==> config.mk <==
export PLATFORM = sky130hd
export DESIGN_NAME = mssa_ctrl
export DESIGN_NICKNAME = d
export VERILOG_FILES = /design/src/hdl/mssa_pkg.sv /design/src/hdl/mssa_ctrl.sv
export SDC_FILE = /design/constraint.sdc
export NUM_CORES = 1
export LEC_CHECK = 0
export BUFFER_PORTS_ARGS = -buffer_cell sky130_fd_sc_hd__buf_2
export CORE_MARGIN = 2
export CORE_UTILIZATION = 31
export CTS_CLUSTER_SIZE = 14
export DETAILED_ROUTE_END_ITERATION = 7
export PLACE_DENSITY = 0.54
export SYNTH_ARGS = -nofsm -noshare
export SYNTH_HDL_FRONTEND = slang
export SYNTH_SLANG_ARGS = --single-unit
==> constraint.sdc <==
create_clock -name clk -period 3.7 [get_ports clk]
set_clock_uncertainty 0.1 [all_clocks]
set_input_delay 0.185 -clock clk [delete_from_list [all_inputs] [get_ports clk]]
set_output_delay 0.185 -clock clk [all_outputs]
set_load 0.02 [all_outputs]
==> src/hdl/mssa_pkg.sv <==
// Shared types, constants and codes of the MCMC step-size autotuner.
package mssa_pkg;

    // Default depth of the history ring
    localparam int HIST_DEPTH_DEF = 16;

    // Configuration register indexes
    localparam logic [2:0] CFG_ACC_MIN    = 3'd0;
    localparam logic [2:0] CFG_ACC_MAX    = 3'd1;
    localparam logic [2:0] CFG_MAX_DEV    = 3'd2;
    localparam logic [2:0] CFG_MAX_DEV_EN = 3'd3;
    localparam logic [2:0] CFG_INIT_DEV   = 3'd4;
    localparam logic [2:0] CFG_MIN_TRIALS = 3'd5;

    // Register values after reset
    localparam logic [16:0] ACC_MIN_RST    = 17'd19661;
    localparam logic [16:0] ACC_MAX_RST    = 17'd45875;
    localparam logic [31:0] MAX_DEV_RST    = 32'hFFFF_FFFF;
    localparam logic [31:0] INIT_DEV_RST   = 32'd65536;
    localparam logic [19:0] MIN_TRIALS_RST = 20'd100;

    // Result outcome codes
    localparam logic [2:0] OUT_TRIAL = 3'd0;
    localparam logic [2:0] OUT_FEW   = 3'd1;
    localparam logic [2:0] OUT_KEPT  = 3'd2;
    localparam logic [2:0] OUT_BLIND = 3'd3;
    localparam logic [2:0] OUT_FIT   = 3'd4;
    localparam logic [2:0] OUT_FITBL = 3'd5;

    // Operations of the shared serial multiplier
    typedef enum logic [2:0] {
        MOP_BLIND = 3'd0,
        MOP_NSXX  = 3'd1,
        MOP_SX2   = 3'd2,
        MOP_DEN   = 3'd3,
        MOP_NSXY  = 3'd4,
        MOP_SXSY  = 3'd5,
        MOP_T1    = 3'd6,
        MOP_T2    = 3'd7
    } mop_t;

    // Commands from the controller to the datapath
    typedef struct packed {
        logic       trial_upd;
        logic       r_load;
        logic       rate_zero;
        logic       div_start;
        logic       div_fit;
        logic       rec;
        logic       sum_clr;
        logic       rd_en;
        logic       mul_start;
        mop_t       mul_op;
        logic       out_load;
        logic [2:0] out_code;
    } cmd_t;

    // Status from the datapath to the controller
    typedef struct packed {
        logic few;
        logic trial_zero;
        logic div_done;
        logic mul_done;
        logic inwin;
        logic fit_due;
        logic d_zero;
        logic num_neg;
    } sts_t;

endpackage

==> src/hdl/mssa_ctrl.sv <==
// Controller: sequences trial counting, rate division, recording and the fit.
module mssa_ctrl
    import mssa_pkg::*;
#(
    parameter int HIST_DEPTH = HIST_DEPTH_DEF,
    localparam int AW = $clog2(HIST_DEPTH)
)
(
    input  logic          clk,
    input  logic          rst_n,
    input  logic          in_valid,
    output logic          in_ready,
    input  logic          req_type,
    output logic          out_valid,
    input  logic          out_ready,
    output logic          cfg_ready,
    input  sts_t          sts,
    output cmd_t          cmd,
    output logic [AW-1:0] rd_addr
);

    localparam int IW = $clog2(HIST_DEPTH + 2);
    localparam logic [IW-1:0] IDX_N    = IW'(HIST_DEPTH);
    localparam logic [IW-1:0] IDX_LAST = IW'(HIST_DEPTH + 1);

    typedef enum logic [16:0] {
        S_IDLE  = 17'h00001,
        S_RATE  = 17'h00002,
        S_REC   = 17'h00004,
        S_BLIND = 17'h00008,
        S_SUM   = 17'h00010,
        S_FIT0  = 17'h00020,
        S_NSXX  = 17'h00040,
        S_SX2   = 17'h00080,
        S_CHKD  = 17'h00100,
        S_DEN   = 17'h00200,
        S_NSXY  = 17'h00400,
        S_SXSY  = 17'h00800,
        S_T1    = 17'h01000,
        S_T2    = 17'h02000,
        S_CHKN  = 17'h04000,
        S_DIVW  = 17'h08000,
        S_FIN   = 17'h10000
    } state_t;

    state_t        state_reg;
    state_t        state_next;
    logic [2:0]    outc_reg;
    logic [2:0]    outc_next;
    logic [IW-1:0] idx_reg;
    logic [IW-1:0] idx_next;
    logic          out_vld_reg;
    logic          out_vld_next;
    logic          slot_free;

    // The output register frees up when empty or when its word is taken
    assign slot_free = !out_vld_reg || out_ready;
    assign in_ready  = (state_reg == S_IDLE) && slot_free;
    assign cfg_ready = state_reg == S_IDLE;
    assign out_valid = out_vld_reg;
    assign rd_addr   = idx_reg[AW-1:0];

    // Next state and commands
    always_comb
    begin
        state_next   = state_reg;
        outc_next    = outc_reg;
        idx_next     = idx_reg;
        cmd          = '0;
        cmd.mul_op   = MOP_BLIND;
        case (state_reg)
            S_IDLE:
            begin
                if (in_valid && in_ready)
                begin
                    cmd.r_load = 1'b1;
                    if (!req_type)
                    begin
                        cmd.trial_upd = 1'b1;
                        cmd.out_load  = 1'b1;
                        cmd.out_code  = OUT_TRIAL;
                    end
                    else if (sts.few)
                    begin
                        cmd.out_load = 1'b1;
                        cmd.out_code = OUT_FEW;
                    end
                    else if (sts.trial_zero)
                    begin
                        cmd.rate_zero = 1'b1;
                        state_next    = S_REC;
                    end
                    else
                    begin
                        cmd.div_start = 1'b1;
                        state_next    = S_RATE;
                    end
                end
            end
            S_RATE:
            begin
                if (sts.div_done)
                begin
                    state_next = S_REC;
                end
            end
            S_REC:
            begin
                cmd.rec = 1'b1;
                if (!sts.inwin)
                begin
                    cmd.mul_start = 1'b1;
                    cmd.mul_op    = MOP_BLIND;
                    outc_next     = OUT_BLIND;
                    state_next    = S_BLIND;
                end
                else if (sts.fit_due)
                begin
                    cmd.sum_clr = 1'b1;
                    idx_next    = '0;
                    state_next  = S_SUM;
                end
                else
                begin
                    outc_next  = OUT_KEPT;
                    state_next = S_FIN;
                end
            end
            S_BLIND:
            begin
                if (sts.mul_done)
                begin
                    state_next = S_FIN;
                end
            end
            S_SUM:
            begin
                cmd.rd_en = idx_reg < IDX_N;
                if (idx_reg == IDX_LAST)
                begin
                    state_next = S_FIT0;
                end
                else
                begin
                    idx_next = idx_reg + IW'(1);
                end
            end
            S_FIT0:
            begin
                cmd.mul_start = 1'b1;
                cmd.mul_op    = MOP_NSXX;
                state_next    = S_NSXX;
            end
            S_NSXX:
            begin
                if (sts.mul_done)
                begin
                    cmd.mul_start = 1'b1;
                    cmd.mul_op    = MOP_SX2;
                    state_next    = S_SX2;
                end
            end
            S_SX2:
            begin
                if (sts.mul_done)
                begin
                    state_next = S_CHKD;
                end
            end
            S_CHKD:
            begin
                cmd.mul_start = 1'b1;
                if (sts.d_zero)
                begin
                    cmd.mul_op = MOP_BLIND;
                    outc_next  = OUT_FITBL;
                    state_next = S_BLIND;
                end
                else
                begin
                    cmd.mul_op = MOP_DEN;
                    state_next = S_DEN;
                end
            end
            S_DEN:
            begin
                if (sts.mul_done)
                begin
                    cmd.mul_start = 1'b1;
                    cmd.mul_op    = MOP_NSXY;
                    state_next    = S_NSXY;
                end
            end
            S_NSXY:
            begin
                if (sts.mul_done)
                begin
                    cmd.mul_start = 1'b1;
                    cmd.mul_op    = MOP_SXSY;
                    state_next    = S_SXSY;
                end
            end
            S_SXSY:
            begin
                if (sts.mul_done)
                begin
                    cmd.mul_start = 1'b1;
                    cmd.mul_op    = MOP_T1;
                    state_next    = S_T1;
                end
            end
            S_T1:
            begin
                if (sts.mul_done)
                begin
                    cmd.mul_start = 1'b1;
                    cmd.mul_op    = MOP_T2;
                    state_next    = S_T2;
                end
            end
            S_T2:
            begin
                if (sts.mul_done)
                begin
                    state_next = S_CHKN;
                end
            end
            S_CHKN:
            begin
                if (sts.num_neg)
                begin
                    cmd.mul_start = 1'b1;
                    cmd.mul_op    = MOP_BLIND;
                    outc_next     = OUT_FITBL;
                    state_next    = S_BLIND;
                end
                else
                begin
                    cmd.div_start = 1'b1;
                    cmd.div_fit   = 1'b1;
                    outc_next     = OUT_FIT;
                    state_next    = S_DIVW;
                end
            end
            S_DIVW:
            begin
                if (sts.div_done)
                begin
                    state_next = S_FIN;
                end
            end
            S_FIN:
            begin
                if (slot_free)
                begin
                    cmd.out_load = 1'b1;
                    cmd.out_code = outc_reg;
                    state_next   = S_IDLE;
                end
            end
            default:
            begin
                state_next = S_IDLE;
            end
        endcase
    end

    // Output word valid flag
    always_comb
    begin
        out_vld_next = out_vld_reg;
        if (cmd.out_load)
        begin
            out_vld_next = 1'b1;
        end
        else if (out_ready)
        begin
            out_vld_next = 1'b0;
        end
    end

    always_ff @(posedge clk or negedge rst_n)
    begin
        if (!rst_n)
        begin
            state_reg   <= S_IDLE;
            outc_reg    <= OUT_TRIAL;
            idx_reg     <= '0;
            out_vld_reg <= 1'b0;
        end
        else
        begin
            state_reg   <= state_next;
            outc_reg    <= outc_next;
            idx_reg     <= idx_next;
            out_vld_reg <= out_vld_next;
        end
    end

endmodule

==> results.env, run 1 <==
FIN_SETUP_TNS_NS=0
PORT_BUFFERS=35
STATUS='complete, no violations'
TOTALWIRELENGTH_UM=4120
SYNTH_CELL_TYPE_COUNT=49
CRIT_SLOWEST_CELL='sky130_fd_sc_hd__nor4_2'
RR_WORST_DEPTH=6
CTS.REPAIR_TIMING.SETUP_BUFFER_COUNT=0
DETAILED_PLACE_HPWL_UM=3180
GRT_SETUP_UNREPAIRED='no'
MOST_NUMEROUS_CELL_IN_THE_YOSYS_NETLIST='sky130_fd_sc_hd__dfrtp_1'
REQUIRED_NS=3.41
DR.PASS1.ITERS=4
GRT_USE_TOTAL=0.135
MAPPEDNETLISTNETS=205
LAYOUT-DRIVE-GT1-SHARE=0.301
SYNTHTOLAYOUTAREAGROWTH_PCT=13.7
CTS-BUFFERS-INSERTED=3
INITIAL_ANTENNA_VIOLATION_COUNT=0
DIEAREA_UM2=6350
STATIC-LEAKAGE-POWER_nW=0.983
SYNTH-SEQ-AREA-SHARE=0.367
FMAXACHIEVABLE_MHz=335
SYN_INST=190
DIODES=0
DETAILROUTE.VIA_COUNT=1520
MINIMUM_CLOCK_PERIOD_AFTER_LAYOUT_NS=2.99
DETAIL-ROUTE-ANTENNA-NETS=0
NNETSFINAL=235
DPL_WORST_SLACK_NS=0.745
CRITICAL_PATH.MAX_STAGE_DELAY_NS=0.55
OVERFLOW=0
REMAINING_MAX_SLEW_BUDGET_AT_THE_TIGHTEST_PIN=0.536
GP_CONGESTION=0.866
CLOCK_TREE.ROOT_CELL='sky130_fd_sc_hd__clkbuf_8'
SYNTH_ENABLE_FLOP_CELLS=0
FIN_HOLD_WS_NS=0.0720
TIMING_HOLD_VIOLATIONS_FINAL=0
SETUP.WORST_PATH.START_CLASS='flop'
DETAIL_ROUTE.WL_PER_CELL_UM=14.2
LARGEST_REGISTER_FFS=17
TIGHTEST_SLEW_NS=0.695
WORSTHOLDPATHCELLS=3
CRITICAL_PATH.CELL_CHAIN='nor4_2 > and4_2 > and3_1 > nor2b_1 > a311o_1 > buf_2'
SYNTH_SEQ_CELLS=26
ROUTED_VIA_DENSITY=5.22
SYNTH_TOP_CELLS_BY_AREA='sky130_fd_sc_hd__dfrtp_1 35%, sky130_fd_sc_hd__mux2_2 3.8%, sky130_fd_sc_hd__nor2_1 3.6%'
FINAL_CRITICAL_PATH_SETUP_SLACK_NS=0.713
LAYOUT_WORST_PATH_CYCLE_SHARE=0.807
DRC=0
POSTSYNTHAREAPERCELL_UM2=9.34
HOLD_PATH.CLASS='in2reg'
CLOCK_SLEW_AT_THE_REGISTER_CLOCK_PINS_OF_THE_WORST_SETUP_AND_HOLD_PATHS_NS=0.09
CRITPATHMAXFANOUT=6
CRIT-REG2REG-CAPTURE='state_reg[12]$_DFFE_PN0P_'
ASYNC_RESET_FF_FRAC=1.00
GRT_FIRST_PASS_WIRELENGTH_UM=6790
REGTOREGSTARTPOINT='state_reg[9]$_DFFE_PN0P_'
HTREEDEPTH=1
GRT_START_MAX_NET_PINS=27
CTS_TREE='done'
WORSTSETUPPATHTYPE='reg2out'
FLOORPLAN.INITIALDENSITY=0.322
POWER.DENSITY_nW_PER_UM2=574
CTS.SINK_COUNT=26
SETUP_VIOL_COUNT_FINAL=0
YOSYSTOPAREACELL='sky130_fd_sc_hd__dfrtp_1'
SYNTHFLOPTYPE='sky130_fd_sc_hd__dfrtp_1'
YS_WARN_COUNT=0
HOLD_PATH_END='state_reg[2]$_DFFE_PN0P_'
DESIGN.PORTCOUNT=36
TIMING_MAX_TRANSITION_VIOLATIONS_FINAL=0
DETAIL_ROUTE.ITER0.VIOLATIONS=104
FILLERINSTANCES=561
CORE_AREA_UM2=5510
SYN_AREA_UM2=1780
END_KIND='output port'
VDD_DROP_MAX_mV=0.291
CP_ARRIVAL_NS=2.70
NUMBER_OF_GLOBAL_ROUTE_VIAS_BEFORE_REPAIR=1436
HOLD_PATH.STARTPOINT='sts[6]'
SYNTH_COMMONEST_CELLS='25 x sky130_fd_sc_hd__dfrtp_1, 17 x sky130_fd_sc_hd__nor2_1, 10 x sky130_fd_sc_hd__nand2_1'
YOSYSTOPAREACELLSHARE=0.352
MAX_CAP_VIOLATIONS=0
PLACEMENTROWS=27
DIE_HEIGHT_UM=79.7
CLK_PATH_BUF_DEPTH=2
FF2FF_SETUP_SLACK_NS=0.73
DIE_WIDTH_UM=79.7
CLOCK_LATENCY_NS=0.27
how the worst max path moves through the flow:
stage,startpoint,end,slack [ns],cells past startpoint
2_1_floorplan,state_reg[9]$_DFFE_PN0P_,outc_reg[0]$_DFFE_PN0P_,1.18,7
3_3_place_gp,state_reg[9]$_DFFE_PN0P_,state_reg[11]$_DFFE_PN0P_,0.85,6
3_5_place_dp,state_reg[11]$_DFFE_PN0P_,state_reg[11]$_DFFE_PN0P_,0.75,6
4_1_cts,state_reg[3]$_DFFE_PN0P_,cmd[4],0.74,6
5_1_grt,state_reg[11]$_DFFE_PN0P_,state_reg[11]$_DFFE_PN0P_,0.51,6
6_report,state_reg[3]$_DFFE_PN0P_,cmd[4],0.71,6
cell type report:
type	count	area (µm²)	share of cell area
Multi-Input combinational cell	147	1010	0.502
Sequential cell	26	652	0.323
Timing Repair Buffer	36	185	0.0917
Tap cell	72	90.1	0.0446
Clock buffer	4	55.1	0.0273
Inverter	6	22.5	0.0112
logic make-up (layout without fill, tap and decap cells):
kind of cell / Yosys count / after routing / synth area share
multiplexers: 8 / 8 / 0.0521
buffers and inverters: 17 / 46 / 0.0613
AND/OR/NAND/NOR: 104 / 104 / 0.362
flip-flops: 26 / 26 / 0.367
adder cells (fa/ha/maj): 2 / 2 / 0.0141
XOR/XNOR: 6 / 6 / 0.0296
AO/OA/AOI/OAI: 27 / 27 / 0.114
stage by stage:
| stage | power [mW] | util | cells | area, µm² |
|---|---|---|---|---|
| 2_1_floorplan | 0.869 | - | 190 | 1780 |
| 3_3_place_gp | 0.977 | 0.355 | 286 | 1950 |
| 3_5_place_dp | 0.979 | 0.355 | 286 | 1950 |
| 4_1_cts | 1.17 | 0.367 | 291 | 2020 |
| 5_1_grt | 1.25 | 0.367 | 291 | 2020 |
| 6_report | 1.16 | 0.367 | 291 | 2020 |
timing repair:
| item | CTS | global route |
|---|---|---|
| hold buffers | 1 | 0 |
| hold endpoints to repair | 25 | 0 |
| gates resized for setup | 0 | 0 |
cells in the final DEF (no fill, tap or decap), types with 5 or more instances in the layout:
cell                        n
sky130_fd_sc_hd__nor2b_1    6
sky130_fd_sc_hd__nand2b_1   9
sky130_fd_sc_hd__nand4_1    8
sky130_fd_sc_hd__nor3_1     9
sky130_fd_sc_hd__and3_1     5
sky130_fd_sc_hd__dfrtp_1   25
sky130_fd_sc_hd__nand3_1    7
sky130_fd_sc_hd__nor4_1     6
sky130_fd_sc_hd__inv_1      5
sky130_fd_sc_hd__and2_1     5
sky130_fd_sc_hd__buf_2     35
sky130_fd_sc_hd__nor2_1    17
sky130_fd_sc_hd__nand2_1   10
sky130_fd_sc_hd__mux2_2     6
sky130_fd_sc_hd__o21ai_0    6
report_power, final:
group	total, mW	switching [mW]	internal (mW)
clock	0.187	0.0920	0.0950
sequential	0.416	0.0739	0.343
combinational	0.556	0.347	0.209
total	1.16	0.513	0.646
critical path, delay by kind of cell, from the launching register on:
family          cells  cell delay (ns)
buf+inv             1             0.16
flops               1             0.45
simple gates        4             1.64
compound gates      1             0.18
routing by layer:
layer	routed length [µm]	up-vias	GRT usage
met1	2030	731	0.183
li1	-	754	-
met4	147	0	0.0690
met2	1820	28	0.216
met3	121	7	0.0113
met5	0	-	0
(Power assumes the default switching activity.)
==> run 2, diff against run 1 <==
clock period = 2.8 ns   (was 3.7 ns; I/O delays follow)
==> results.env, run 2 (synthesis gave the netlist of run 1 again) <==
STATUS='complete, no violations'
CTS.SINK_COUNT=26
STDCELL_AREA_UM2=2130
PLACEMENTROWS=27
LAYOUT_WORST_PATH_CYCLE_SHARE=0.930
GP_CONGESTION=0.810
FINAL_CRITICAL_PATH_SETUP_SLACK_NS=0.196
DIE_WIDTH_UM=79.7
DETAIL_ROUTE.WL_PER_CELL_UM=14.4
DETAIL-ROUTE-ANTENNA-NETS=0
CLK_PATH_BUF_DEPTH=2
DRC=0
DR.PASS1.ITERS=4
CORE_AREA_UM2=5510
DETAIL_ROUTE.ITER0.VIOLATIONS=71
MINIMUM_CLOCK_PERIOD_AFTER_LAYOUT_NS=2.60
NNETSFINAL=248
WORSTSETUPSTARTPOINT='state_reg[9]$_DFFE_PN0P_'
PLACEDINSTANCEAREA_UM2=2050
WORST_SETUP_PATH_ENDPOINT='cmd[12]'
STATIC-LEAKAGE-POWER_nW=1.05
MULTI_INPUT_COMB_AREA_UM2=1030
MAX_CAP_VIOLATIONS=0
FILLERINSTANCES=583
FF2FF_SETUP_SLACK_NS=0.25
SYNTHTOLAYOUTAREAGROWTH_PCT=19.9
CRIT_SLOWEST_CELL='sky130_fd_sc_hd__dfrtp_1'
DETAILED_PLACE_HPWL_UM=3420
FIN_SETUP_TNS_NS=0
SETUP_VIOL_COUNT_FINAL=0
REQUIRED_NS=2.56
LAYOUT.AREA.SEQ_UM2=652
POWER.DENSITY_nW_PER_UM2=756
CRITPATHMAXFANOUT=5
ROUTED_VIA_DENSITY=5.07
VDD_DROP_MAX_mV=0.361
CTS_TREE='done'
DETAILROUTE.VIA_COUNT=1541
GRT_USE_TOTAL=0.147
LARGEST_REGISTER_FFS=17
CTS-BUFFERS-INSERTED=3
DIEAREA_UM2=6350
DIODES=0
RR_WORST_DEPTH=7
REMAINING_MAX_SLEW_BUDGET_AT_THE_TIGHTEST_PIN=0.600
PLACED_CELLS=299
CP_ARRIVAL_NS=2.36
TIMING_HOLD_VIOLATIONS_FINAL=0
LAYOUT_COMMON_CELLS='35 x sky130_fd_sc_hd__buf_2, 25 x sky130_fd_sc_hd__dfrtp_1, 17 x sky130_fd_sc_hd__nor2_1'
REGTOREGSTARTPOINT='state_reg[3]$_DFFE_PN0P_'
MOSTFREQUENTLAYOUTCELL='sky130_fd_sc_hd__buf_2'
HOLD_PATH.CLASS='in2reg'
CTS.REPAIR_TIMING.SETUP_BUFFER_COUNT=0
PORT_BUFFERS=35
END_KIND='output port'
DESIGN.PORTCOUNT=36
GRT_FIRST_PASS_WIRELENGTH_UM=7160
HTREEDEPTH=1
GRT_START_MAX_NET_PINS=27
LAYOUT-DRIVE-GT1-SHARE=0.349
TIGHTEST_SLEW_NS=0.599
CRITICAL_PATH.MAX_STAGE_DELAY_NS=0.41
CLOCK_SLEW_AT_THE_REGISTER_CLOCK_PINS_OF_THE_WORST_SETUP_AND_HOLD_PATHS_NS=0.10
FLOORPLAN.INITIALDENSITY=0.322
FMAXACHIEVABLE_MHz=384
SETUP.WORST_PATH.START_CLASS='flop'
CLOCK_TREE.ROOT_CELL='sky130_fd_sc_hd__clkbuf_8'
NUMBER_OF_GLOBAL_ROUTE_VIAS_BEFORE_REPAIR=1465
OVERFLOW=0
CRITPATHMOSTFREQUENTCELL='sky130_fd_sc_hd__buf_4'
GRT_SETUP_UNREPAIRED='yes'
FIN_CELLS=304
WORSTSETUPPATHTYPE='reg2out'
INITIAL_ANTENNA_VIOLATION_COUNT=0
CLOCK_LATENCY_NS=0.28
CRITICAL_PATH.CELL_CHAIN='nor4_4 > buf_4 > nand4_1 > nor3b_1 > buf_4 > and2b_1 > or2_2 > buf_2'
DIE_HEIGHT_UM=79.7
TIMING_MAX_TRANSITION_VIOLATIONS_FINAL=0
DPL_WORST_SLACK_NS=0.170
CRIT-REG2REG-CAPTURE='state_reg[12]$_DFFE_PN0P_'
TOTALWIRELENGTH_UM=4380
-- run 2: cell count changes in the layout (fill, tap and decap cells not counted), sizes merged --
cell	delta
buf	+13
-- run 2: worst min path at each step --
stage / startpoint / endpoint / slack (ns) / cells after the start
after CTS: sts[6] / state_reg[2]$_DFFE_PN0P_ / 0.01 / 3
final: sts[6] / state_reg[2]$_DFFE_PN0P_ / 0.02 / 3
after detailed placement: rst_n / state_reg[12]$_DFFE_PN0P_ / 0.09 / 1
after floorplan: rst_n / idx_reg[0]$_DFFE_PN0P_ / -0.26 / 0
after global placement: rst_n / state_reg[12]$_DFFE_PN0P_ / 0.08 / 1
after global routing: sts[6] / state_reg[2]$_DFFE_PN0P_ / 0.03 / 3
-- run 2: what timing repair did --
item,4_1_cts,5_1_grt
endpoints found under the hold margin,25,0
setup endpoints to repair,2,3
hold buffers,1,0
gates resized for setup,1,2
-- run 2: worst max-delay path, delay by kind of cell (launching register included) --
kind | cells | cell delay (ns)
buffers and inverters | 3 | 0.52
and+or+nand+nor | 5 | 1.16
DFF | 1 | 0.41
-- run 2: routing by layer --
metal | track usage | up-vias | wire length, µm
li1 | - | 775 | -
met1 | 0.189 | 723 | 2110
met2 | 0.245 | 34 | 2020
met3 | 0.0181 | 9 | 137
met4 | 0.0655 | 0 | 119
met5 | 0 | - | 0
-- run 2: final cells by class --
class / instances / area share
sequential: 26 / 0.306
timing repair buffer: 49 / 0.133
inverter: 6 / 0.0106
clock buffer: 4 / 0.0259
multi-input combinational: 147 / 0.482
tap: 72 / 0.0423
-- run 2: power by group --
part | switching [mW] | total, mW | internal, mW
Sequential | 0.103 | 0.555 | 0.453
Clock | 0.124 | 0.249 | 0.126
Combinational | 0.471 | 0.806 | 0.335
Total | 0.697 | 1.61 | 0.913
-- run 2: per-stage QoR --
stage | hold WS [ns] | total power, mW | util
4_1_cts | 0.00958 | 1.62 | 0.385
3_3_place_gp | 0.0837 | 1.36 | 0.373
5_1_grt | 0.0298 | 1.74 | 0.387
3_5_place_dp | 0.0861 | 1.37 | 0.373
6_report | 0.0162 | 1.61 | 0.387
2_1_floorplan | -0.256 | 1.15 | -
==> run 3, diff against run 2 <==
PLACE_DENSITY = unset   (was 0.54)
==> results.env, run 3 (synthesis gave the netlist of run 1 again) <==
PORT_BUFFERS=35
DETAILED_PLACE_HPWL_UM=3380
CP_ARRIVAL_NS=2.75
FILLERINSTANCES=573
GRT_USE_TOTAL=0.136
TIGHTEST_SLEW_NS=0.586
SETUP.WORST_PATH.START_CLASS='flop'
HTREEDEPTH=1
GP_CONGESTION=0.855
GRT_START_MAX_NET_PINS=27
TOTAL_CHIP_POWER_mW=1.63
CLK_PATH_BUF_DEPTH=2
INITIAL_ANTENNA_VIOLATION_COUNT=0
CTS-BUFFERS-INSERTED=3
CRITPATHMAXFANOUT=10
CORE_AREA_UM2=5510
MAX_CAP_VIOLATIONS=0
STDCELL_AREA_UM2=2130
DIODES=0
PLACED_CELLS=296
STATIC-LEAKAGE-POWER_nW=1.05
REGTOREGSTARTPOINT='state_reg[9]$_DFFE_PN0P_'
MOSTFREQUENTLAYOUTCELL='sky130_fd_sc_hd__buf_2'
DESIGN.PORTCOUNT=36
CLOCK_TREE.ROOT_CELL='sky130_fd_sc_hd__clkbuf_8'
TOTALWIRELENGTH_UM=4280
TIMING_HOLD_VIOLATIONS_FINAL=0
DRC=0
PLACEDINSTANCEAREA_UM2=2030
DIE_HEIGHT_UM=79.7
HOLD_PATH.CLASS='in2reg'
FIN_CELLS=303
OVERFLOW=0
GRT_FIRST_PASS_WIRELENGTH_UM=6770
LAYOUT-DRIVE-GT1-SHARE=0.351
REQUIRED_NS=2.86
DETAIL_ROUTE.ITER0.VIOLATIONS=84
WORST_SETUP_PATH_ENDPOINT='state_reg[11]$_DFFE_PN0P_'
TIMING_MAX_TRANSITION_VIOLATIONS_FINAL=0
MINIMUM_CLOCK_PERIOD_AFTER_LAYOUT_NS=2.69
WORSTSETUPPATHTYPE='reg2reg'
RR_WORST_DEPTH=6
PLACEMENTROWS=27
SYNTHTOLAYOUTAREAGROWTH_PCT=19.9
CTS.SINK_COUNT=26
CTS_TREE='done'
NUMBER_OF_GLOBAL_ROUTE_VIAS_BEFORE_REPAIR=1473
WORSTSETUPSTARTPOINT='state_reg[9]$_DFFE_PN0P_'
DIEAREA_UM2=6350
FIN_SETUP_TNS_NS=0
DETAILROUTE.VIA_COUNT=1562
DR.PASS1.ITERS=4
CLOCK_LATENCY_NS=0.27
FF2FF_SETUP_SLACK_NS=0.11
REMAINING_MAX_SLEW_BUDGET_AT_THE_TIGHTEST_PIN=0.609
VDD_DROP_MAX_mV=0.469
POWER.DENSITY_nW_PER_UM2=764
FMAXACHIEVABLE_MHz=372
FINAL_CRITICAL_PATH_SETUP_SLACK_NS=0.112
ROUTED_VIA_DENSITY=5.16
LARGEST_REGISTER_FFS=17
CRIT-REG2REG-CAPTURE='state_reg[11]$_DFFE_PN0P_'
DETAIL_ROUTE.WL_PER_CELL_UM=14.1
STATUS='complete, no violations'
CLOCK_SLEW_AT_THE_REGISTER_CLOCK_PINS_OF_THE_WORST_SETUP_AND_HOLD_PATHS_NS=0.09
DIE_WIDTH_UM=79.7
SETUP_VIOL_COUNT_FINAL=0
FLOORPLAN.INITIALDENSITY=0.322
NNETSFINAL=247
DPL_WORST_SLACK_NS=0.134
END_KIND='flop'
LAYOUT_WORST_PATH_CYCLE_SHARE=0.960
DETAIL-ROUTE-ANTENNA-NETS=0
LAYOUT_COMMON_CELLS='35 x sky130_fd_sc_hd__buf_2, 24 x sky130_fd_sc_hd__dfrtp_1, 17 x sky130_fd_sc_hd__nor2_1'
-- run 3: cell types whose count changed in the layout (fill, tap and decap cells not counted) --
cell | before | now
sky130_fd_sc_hd__dfrtp_1 | 25 | 24
sky130_fd_sc_hd__nor4_4 | 2 | 3
sky130_fd_sc_hd__nor3b_2 | 1 | 2
sky130_fd_sc_hd__buf_4 | 13 | 12
sky130_fd_sc_hd__nor4_2 | 2 | 1
sky130_fd_sc_hd__nor3b_1 | 2 | 1
sky130_fd_sc_hd__nor2b_1 | 5 | 6
sky130_fd_sc_hd__nor2b_4 | 1 | 0
sky130_fd_sc_hd__dfrtp_2 | 0 | 1
-- run 3: final cells by class --
type / instances / area, µm² / share of cell area
multi-input combinational: 147 / 1030 / 0.485
sequential: 26 / 653 / 0.307
timing repair buffer: 48 / 275 / 0.129
tap: 72 / 90.1 / 0.0423
clock buffer: 4 / 55.1 / 0.0259
inverter: 6 / 22.5 / 0.0106
-- run 3: worst min-delay path by stage --
stage	start	endpoint	slack, ns	depth (start not counted)
floorplan	rst_n	idx_reg[0]$_DFFE_PN0P_	-0.26	0
global route	sts[6]	state_reg[2]$_DFFE_PN0P_	0.02	3
finish	sts[6]	state_reg[2]$_DFFE_PN0P_	0.02	3
global placement	rst_n	state_reg[9]$_DFFE_PN0P_	0.08	1
detailed placement	rst_n	state_reg[9]$_DFFE_PN0P_	0.08	1
CTS	sts[6]	state_reg[2]$_DFFE_PN0P_	0.02	3
-- run 3: report_power, final --
part | switching (mW) | internal [mW] | total, mW | leakage (nW)
clock | 0.121 | 0.126 | 0.247 | 0.0288
sequential | 0.0990 | 0.453 | 0.552 | 0.340
combinational | 0.485 | 0.342 | 0.828 | 0.678
total | 0.705 | 0.921 | 1.63 | 1.05
-- run 3: what timing repair did --
item / in CTS / in global routing
endpoints found under the hold margin: 25 / 0
endpoints found under the setup margin: 0 / 13
buffers inserted: 0 / 2
hold buffers: 1 / 0
resized for setup: 0 / 4
-- run 3: metal layers --
layer | global-route usage | vias up | part of all wire
met5 | 0 | - | 0
met4 | 0.0431 | 0 | 0.011
met3 | 0.0271 | 4 | 0.043
met2 | 0.229 | 31 | 0.48
met1 | 0.175 | 756 | 0.47
li1 | - | 771 | -
-- run 3: through the flow --
| step | util | hold WS [ns] |
|---|---|---|
| 3_5_place_dp | 0.369 | 0.0816 |
| 6_report | 0.387 | 0.0172 |
| 2_1_floorplan | - | -0.256 |
| 5_1_grt | 0.387 | 0.0183 |
| 3_3_place_gp | 0.369 | 0.0818 |
| 4_1_cts | 0.380 | 0.0202 |
-- run 3: worst max-delay path: stages, from the launching register on --
cell and delay, ns:
sky130_fd_sc_hd__dfrtp_1 0.48, sky130_fd_sc_hd__nor4_4 0.42, sky130_fd_sc_hd__nand4_1 0.19, sky130_fd_sc_hd__nor4_1 0.43, sky130_fd_sc_hd__nor4_1 0.15, sky130_fd_sc_hd__o21ai_2 0.42
sky130_fd_sc_hd__mux2_2 0.39
